**src/design/fbm_pkg.sv**
```systemverilog
// Shared constants and types for the feather blend block.
// Used by fbm_ram's instances and by feather_blend_fixed_weight_mix.
package fbm_pkg;

	localparam int MAX_IMAGES   = 8;
	localparam int DIST_BITS    = 12;
	localparam int WEIGHT_SHIFT = 16;

	localparam int DIST_IN_W = 12;
	localparam int CHAN_W    = 8;
	localparam int IDX_W     = (MAX_IMAGES > 1) ? $clog2(MAX_IMAGES) : 1;
	localparam int CNT_W     = $clog2(MAX_IMAGES + 1);
	localparam int TOT_W     = DIST_BITS + $clog2(MAX_IMAGES);
	localparam int WGT_W     = WEIGHT_SHIFT + 1;
	localparam int PROD_W    = WGT_W + CHAN_W;
	localparam int ACC_W     = PROD_W + $clog2(MAX_IMAGES);
	localparam int STEP_W    = $clog2(WEIGHT_SHIFT + 1);
	localparam int MEM_W     = DIST_BITS + 3 * CHAN_W;

	typedef enum logic [2:0] {
		S_LOAD,
		S_READ,
		S_FETCH,
		S_DIV,
		S_MUL,
		S_ACC,
		S_OUT
	} fbm_state_t;

endpackage

```
**src/design/fbm_ram.sv**
```systemverilog
// Generic single-write, single-read RAM with registered read data.
// No dependencies.
module fbm_ram #(
	parameter int WIDTH = 8,
	parameter int DEPTH = 8
) (
	input  logic                                       clk,
	input  logic                                       we,
	input  logic [((DEPTH > 1) ? $clog2(DEPTH) : 1)-1:0] waddr,
	input  logic [WIDTH-1:0]                           wdata,
	input  logic                                       re,
	input  logic [((DEPTH > 1) ? $clog2(DEPTH) : 1)-1:0] raddr,
	output logic [WIDTH-1:0]                           rdata
);

	logic [WIDTH-1:0] mem [DEPTH];

	always_ff @(posedge clk) begin
		if (we) begin
			mem[waddr] <= wdata;
		end
		if (re) begin
			rdata <= mem[raddr];
		end
	end

endmodule

```
**src/design/feather_blend_fixed_weight_mix.sv**
```systemverilog
// Channel   | Direction | Handshake            | Word
// input     | in        | in_valid / in_ready  | distance, blue, green, red, last_source
// output    | out       | out_valid / out_ready| out_blue, out_green, out_red
//
// A source word is taken and written to the source RAM while fewer than MAX_IMAGES
// are held; later words are dropped. The word marked last_source starts the blend:
// each loaded source goes through RAM read, fetch, 17 steps of the restoring weight
// divider, multiply and accumulate; the divider is skipped when the distance sum is
// zero. The output register is then loaded and the FSM goes back to taking words.
// Reset clears the FSM, counts and output valid. The next pixel's words are taken
// while a result waits in the output register; the blend stalls at its end only if
// that register is still full.
// Depends on fbm_pkg and fbm_ram.
module feather_blend_fixed_weight_mix
	import fbm_pkg::*;
(
	input  logic                 clk,
	input  logic                 arst_n,
	input  logic                 in_valid,
	output logic                 in_ready,
	input  logic [DIST_IN_W-1:0] distance,
	input  logic [CHAN_W-1:0]    blue,
	input  logic [CHAN_W-1:0]    green,
	input  logic [CHAN_W-1:0]    red,
	input  logic                 last_source,
	output logic                 out_valid,
	input  logic                 out_ready,
	output logic [CHAN_W-1:0]    out_blue,
	output logic [CHAN_W-1:0]    out_green,
	output logic [CHAN_W-1:0]    out_red
);

	function automatic logic [CHAN_W-1:0] sat_chan(input logic [ACC_W-1:0] acc);
		logic [ACC_W-WEIGHT_SHIFT-1:0] v;
		v = acc[ACC_W-1:WEIGHT_SHIFT];
		if (|v[ACC_W-WEIGHT_SHIFT-1:CHAN_W]) begin
			return {CHAN_W{1'b1}};
		end
		return v[CHAN_W-1:0];
	endfunction

	fbm_state_t state_q, state_d;

	logic [CNT_W-1:0]   count_q;
	logic [TOT_W-1:0]   total_q;
	logic [IDX_W-1:0]   k_q;
	logic [STEP_W-1:0]  step_q;
	logic [TOT_W:0]     rem_q;
	logic [WGT_W-1:0]   quot_q;
	logic [3*CHAN_W-1:0] colour_q;
	logic [PROD_W-1:0]  prod_q [3];
	logic [ACC_W-1:0]   acc_q [3];
	logic               out_valid_q;
	logic [CHAN_W-1:0]  out_b_q, out_g_q, out_r_q;

	logic               in_acc;
	logic               room;
	logic [DIST_BITS-1:0] d_in;
	logic               ram_we, ram_re;
	logic [MEM_W-1:0]   ram_rdata;
	logic               out_free;
	logic               last_k;
	logic               ge;
	logic [TOT_W:0]     rem_sub;
	logic [WGT_W-1:0]   weight;

	assign d_in     = distance[DIST_BITS-1:0];
	assign room     = (count_q < CNT_W'(MAX_IMAGES));
	assign in_acc   = in_valid && in_ready;
	assign out_free = !out_valid_q || out_ready;
	assign last_k   = (CNT_W'(k_q) + CNT_W'(1)) == count_q;
	assign ge       = rem_q >= {1'b0, total_q};
	assign rem_sub  = ge ? (rem_q - {1'b0, total_q}) : rem_q;
	assign weight   = quot_q + WGT_W'(1);

	fbm_ram #(
		.WIDTH(MEM_W),
		.DEPTH(MAX_IMAGES)
	) u_src_ram (
		.clk  (clk),
		.we   (ram_we),
		.waddr(count_q[IDX_W-1:0]),
		.wdata({d_in, red, green, blue}),
		.re   (ram_re),
		.raddr(k_q),
		.rdata(ram_rdata)
	);

	// next state
	always_comb begin
		state_d = state_q;
		case (state_q)
			S_LOAD: begin
				if (in_acc && last_source) state_d = S_READ;
			end
			S_READ:  state_d = S_FETCH;
			S_FETCH: state_d = (total_q == '0) ? S_MUL : S_DIV;
			S_DIV: begin
				if (step_q == '0) state_d = S_MUL;
			end
			S_MUL:   state_d = S_ACC;
			S_ACC:   state_d = last_k ? S_OUT : S_READ;
			S_OUT: begin
				if (out_free) state_d = S_LOAD;
			end
			default: state_d = S_LOAD;
		endcase
	end

	// FSM outputs
	always_comb begin
		in_ready = 1'b0;
		ram_re   = 1'b0;
		case (state_q)
			S_LOAD:  in_ready = 1'b1;
			S_READ:  ram_re   = 1'b1;
			default: ;
		endcase
		ram_we = in_acc && room;
	end

	always_ff @(posedge clk or negedge arst_n) begin
		if (!arst_n) begin
			state_q     <= S_LOAD;
			count_q     <= '0;
			total_q     <= '0;
			k_q         <= '0;
			step_q      <= '0;
			out_valid_q <= 1'b0;
			for (int c = 0; c < 3; c++) acc_q[c] <= '0;
		end else begin
			state_q <= state_d;
			if (state_q == S_OUT && out_free) begin
				out_valid_q <= 1'b1;
			end else if (out_ready) begin
				out_valid_q <= 1'b0;
			end
			case (state_q)
				S_LOAD: begin
					if (ram_we) begin
						count_q <= count_q + CNT_W'(1);
						total_q <= total_q + TOT_W'(d_in);
					end
					k_q <= '0;
					for (int c = 0; c < 3; c++) acc_q[c] <= '0;
				end
				S_FETCH: begin
					step_q <= STEP_W'(WEIGHT_SHIFT);
				end
				S_DIV: begin
					step_q <= step_q - STEP_W'(1);
				end
				S_ACC: begin
					for (int c = 0; c < 3; c++) acc_q[c] <= acc_q[c] + ACC_W'(prod_q[c]);
					k_q <= k_q + IDX_W'(1);
				end
				S_OUT: begin
					if (out_free) begin
						count_q <= '0;
						total_q <= '0;
					end
				end
				default: ;
			endcase
		end
	end

	// datapath: divider, products, output word
	always_ff @(posedge clk) begin
		case (state_q)
			S_FETCH: begin
				rem_q    <= (TOT_W + 1)'(ram_rdata[MEM_W-1:3*CHAN_W]);
				colour_q <= ram_rdata[3*CHAN_W-1:0];
				quot_q   <= '0;
			end
			S_DIV: begin
				// one quotient bit a step; the remainder doubles for the next
				quot_q <= {quot_q[WGT_W-2:0], ge};
				rem_q  <= {rem_sub[TOT_W-1:0], 1'b0};
			end
			S_MUL: begin
				for (int c = 0; c < 3; c++) begin
					prod_q[c] <= PROD_W'(weight) * PROD_W'(colour_q[c*CHAN_W +: CHAN_W]);
				end
			end
			S_OUT: begin
				if (out_free) begin
					out_b_q <= sat_chan(acc_q[0]);
					out_g_q <= sat_chan(acc_q[1]);
					out_r_q <= sat_chan(acc_q[2]);
				end
			end
			default: ;
		endcase
	end

	assign out_valid = out_valid_q;
	assign out_blue  = out_b_q;
	assign out_green = out_g_q;
	assign out_red   = out_r_q;

	a_count_bound: assert property (@(posedge clk) disable iff (!arst_n)
		count_q <= CNT_W'(MAX_IMAGES))
		else $error("source count above buffer depth");

	a_rem_bound: assert property (@(posedge clk) disable iff (!arst_n)
		(state_q == S_DIV) |-> (rem_q < {total_q, 1'b0}))
		else $error("divider remainder out of range");

	a_weight_bound: assert property (@(posedge clk) disable iff (!arst_n)
		(state_q == S_MUL) |-> (quot_q <= WGT_W'(1 << WEIGHT_SHIFT)))
		else $error("weight above full scale");

	a_index_bound: assert property (@(posedge clk) disable iff (!arst_n)
		(state_q == S_ACC) |-> (CNT_W'(k_q) < count_q))
		else $error("source index past loaded count");

	a_no_overwrite: assert property (@(posedge clk) disable iff (!arst_n)
		(state_q == S_OUT && out_valid_q && !out_ready) |=> (state_q == S_OUT))
		else $error("result loaded over a pending word");

endmodule

```
**config.mk**
```make
export PLATFORM = sky130hd
export DESIGN_NAME = feather_blend_fixed_weight_mix
export DESIGN_NICKNAME = d
export VERILOG_FILES = /design/src/design/fbm_pkg.sv /design/src/design/fbm_ram.sv /design/src/design/feather_blend_fixed_weight_mix.sv
export SDC_FILE = /design/constraint.sdc
export NUM_CORES = 2
export LEC_CHECK = 0
export ABC_AREA = 1
export BUFFER_PORTS_ARGS = -buffer_cell sky130_fd_sc_hd__buf_2
export CORE_ASPECT_RATIO = 0.75
export CORE_MARGIN = 2
export CORE_UTILIZATION = 45
export CTS_CLUSTER_DIAMETER = 120
export CTS_CLUSTER_SIZE = 12
export DETAILED_ROUTE_END_ITERATION = 8
export MAX_ROUTING_LAYER = met4
export PLACE_DENSITY = 0.58
export SYNTH_ARGS = -nofsm -noshare
export SYNTH_HDL_FRONTEND = slang
export SYNTH_SLANG_ARGS = --single-unit
```
**constraint.sdc**
```tcl
create_clock -name clk -period 6.58 [get_ports clk]
set_input_delay 0.987 -clock clk [delete_from_list [all_inputs] [get_ports clk]]
set_output_delay 0.987 -clock clk [all_outputs]
set_load 0.01 [all_outputs]
```
==> results.py <==
metrics = {
    "critical_path": {
        "cp-start-kind": "flop",
        "critPathKind": "reg -> reg",
        "critPathMaxFanout": 22,
        "cp.arrival_ns": 6.32,
        "rrSetupSlack_ns": 0.62,
        "cp.required_ns": 6.95,
        "cp-end-kind": "flop",
    },
    "clock_tree": {
        "cts_made_buffers": 56,
        "cts_tree": "done",
        "cts_hold_buf": 0,
        "clkTransAtPathRegs_ns": 0.07,
        "post-cts-setup-buffers": 0,
        "cts-htree-levels": 2,
        "cts-root-buf": "clkbuf_16",
        "cts_sinks": 595,
        "clock_latency_ns": 0.65,
        "clockBufferDepth": 3,
        "post_cts_resized": 0,
    },
    "detailed_routing": {
        "wirelength_um": 115000,
        "drt_iter0_drc": 3189,
        "viasPerCell": 5.25,
        "vias": 33000,
        "routedWlPerCell_um": 18.3,
        "drc": 0,
        "detail-route-antenna-nets": 0,
        "drtPass1Iterations": 5,
    },
    "sta": {
        "fin_crit_sh_pct": 90.5,
        "clock_skew_ns": 0.0378,
        "hold_violations": 0,
        "slew_viol_final": 0,
        "fmax_mhz": 168,
        "worst_slew_pin_slew_ns": 1.04,
        "setup_viol": 0,
        "timing.hold.ws_ns": 0.322,
        "timing.final.ws_setup_ns": 0.622,
        "final.setup.tns_ns": 0,
        "grt_setup_unrepaired": "false",
        "finalCriticalPeriod_ns": 5.96,
        "relSlewSlack_pct": 29.9,
    },
    "place": {
        "dp_cells": 6179,
        "place.gp.congestion": 0.959,
        "post-place-ws_ns": 0.724,
        "place_hpwl_um": 84000,
        "port_buffers": 66,
    },
    "die": {
        "die_area_um2": 96700,
        "ioPinCount": 67,
        "dieWidth_um": 358,
        "fp.dieH_um": 270,
        "placementRows": 97,
        "start_util_pct": 45.4,
        "core_area_um2": 93300,
    },
    "synth": {
        "synth-seq-cells": 595,
        "syn_inst": 4960,
        "synth_top_area_share_pct": 34.0,
        "synth_top_area_cell": "edfxtp_1",
        "synth_nets": 5518,
        "synth_common_cells": "nand2_1, nor2_1, inv_1",
        "syn_avg_cell_area_um2": 8.55,
        "synthesis.area_um2": 42400,
        "synth_ff_type": "edfxtp_1",
        "async_flop_share_pct": 19.3,
        "synth_area_leaders": "edfxtp_1, fa_1, nand2_1, nor2_1, ha_1",
        "synth.area.mux_share_pct": 0,
        "synth_top_family_by_area": "simple AND/OR/NAND/NOR gates",
        "yosysWarnings": 0,
        "synth-edff-count": 480,
        "synthSimpleGateAreaFrac_pct": 22.0,
        "synthAdderAreaFrac_pct": 20.1,
        "ys_seq_area_share_pct": 40.8,
        "synth_cell_types": 43,
        "synth_compound_area_share_pct": 7.44,
        "synthXorXnorAreaFrac_pct": 1.59,
        "synth.most_common_cell": "nand2_1",
    },
    "pwr": {
        "powerDensity_nw_per_um2": 157,
        "p_leak_uw": 0.0218,
        "irDropWorstVdd_mv": 0.205,
    },
    "grt": {
        "grt_overflow": 0,
        "grt_pass1_vias": 31700,
        "antenna_found_initial": 3,
        "grt_use_total_pct": 24.9,
        "grt_max_degree": 91,
        "grt_pass1_wl_um": 183000,
    },
    "min_path": {
        "hp-class": "in -> async",
    },
    "final_layout": {
        "layoutNonFillerInstCount": 6274,
        "fillCellCount": 8967,
        "nNetsFinal": 5558,
        "layout-drive-gt1-share_pct": 4.79,
        "area_growth_syn_to_layout_pct": 8.00,
        "fin_util_pct": 49.0,
    },
    "status": {
        "status": "completed",
    },
    "job": {
        "maxCapViolCount": 0,
    },
}
-- through the flow --
| step | total power (µW) | area (µm²) |
|---|---|---|
| after floorplan | 4150 | 42400 |
| after CTS | 7250 | 45800 |
| after global routing | 7400 | 45800 |
| final | 7180 | 45800 |
| after detailed placement | 4210 | 44200 |
| after global placement | 4210 | 44200 |
-- worst max-delay path, cell delays in order (launching register included) --
cell      delay [ns]
edfxtp_1        0.35
buf_4           0.19
nand3_1         0.12
nor2_2          0.12
nand2_1         0.11
nor2_1          0.10
inv_1           0.07
o21ai_1         0.22
nand2_1         0.62
nor2_1          0.37
fa_1            0.46
fa_1            0.53
fa_1            0.50
inv_1           0.05
fa_1            0.47
inv_1           0.04
ha_1            0.39
nand2_1         0.14
inv_1           0.08
nand2_1         0.06
nor3_1          0.27
nand4_1         0.16
nand3_1         0.15
xor2_1          0.08
-- cells in the final DEF (no fill, tap or decap), types with 43 or more instances in the layout --
cell type     n
nand3_1     208
a21oi_1     168
o21ai_0     268
inv_1       743
fa_1        275
ha_1        242
nand2_1    1115
buf_4        52
o22ai_1      43
nand4_1      43
buf_2        65
dfrtp_1     113
nor2_1      834
clkbuf_16    56
edfxtp_1    480
-- power by group --
group                switching, µW  leakage, µW  internal [µW]
clock network                 1470     0.000769           1580
logic                         64.6       0.0153           20.8
registers      0.00000000000000632      0.00574           4050
total                         1530       0.0218           5650
-- cells by family (layout without fill, tap and decap cells) --
kind of cell | Yosys count | count (layout)
DFF | 595 | 595
xor gates and xnor gates | 72 | 72
other | 0 | 3
buffers and inverters | 887 | 961
and+or+nand+nor | 2313 | 2313
AOI/OAI and AO/OA | 576 | 576
adders and majority gates | 517 | 517
-- final cells by class --
class / count / area [µm²] / share of cell area (%)
inverter: 751 / 2820 / 6.16
tap: 1237 / 1550 / 3.38
timing repair buffer: 118 / 727 / 1.59
antenna: 3 / 7.51 / 0.0164
sequential: 595 / 17300 / 37.8
clock buffer: 85 / 1510 / 3.30
multi-input combinational: 3478 / 21800 / 47.6
clock inverter: 7 / 91.3 / 0.200
-- path summary, 6_finish.rpt --
kind,start,end,depth (start not counted)
setup / recovery,quot_q[0],prod_q[0][47],23
hold / removal,arst_n,total_q[1],1
setup reg to reg,quot_q[0],prod_q[0][47],23
hold reg to reg,u_src_ram.rdata[22],colour_q[22],0
max in group asynchronous,arst_n,acc_q[83],2
min in group clk,u_src_ram.rdata[22],colour_q[22],0
-- flip-flops by register name, summed over array words and instances (netlist names) --
register	flops
total_q	15
u_src_ram.rdata	36
out_red	8
state_q	3
quot_q	17
rem_q	16
acc_q	84
out_blue	8
k_q	3
out_green	8
step_q	5
colour_q	24
u_src_ram.mem	288
out_valid	1
prod_q	75
count_q	4
-- per-layer routing --
layer | track usage [%] | share of wire (%) | wire length [µm] | vias up
li1 | - | - | - | 16000
met1 | 40.2 | 53 | 60400 | 15900
met2 | 33.0 | 39 | 45400 | 961
met3 | 3.39 | 6.6 | 7620 | 102
met4 | 3.93 | 1.3 | 1500 | 0
met5 | - | 0 | 0 | -
No activity file was read; power rests on OpenSTA's default activity.
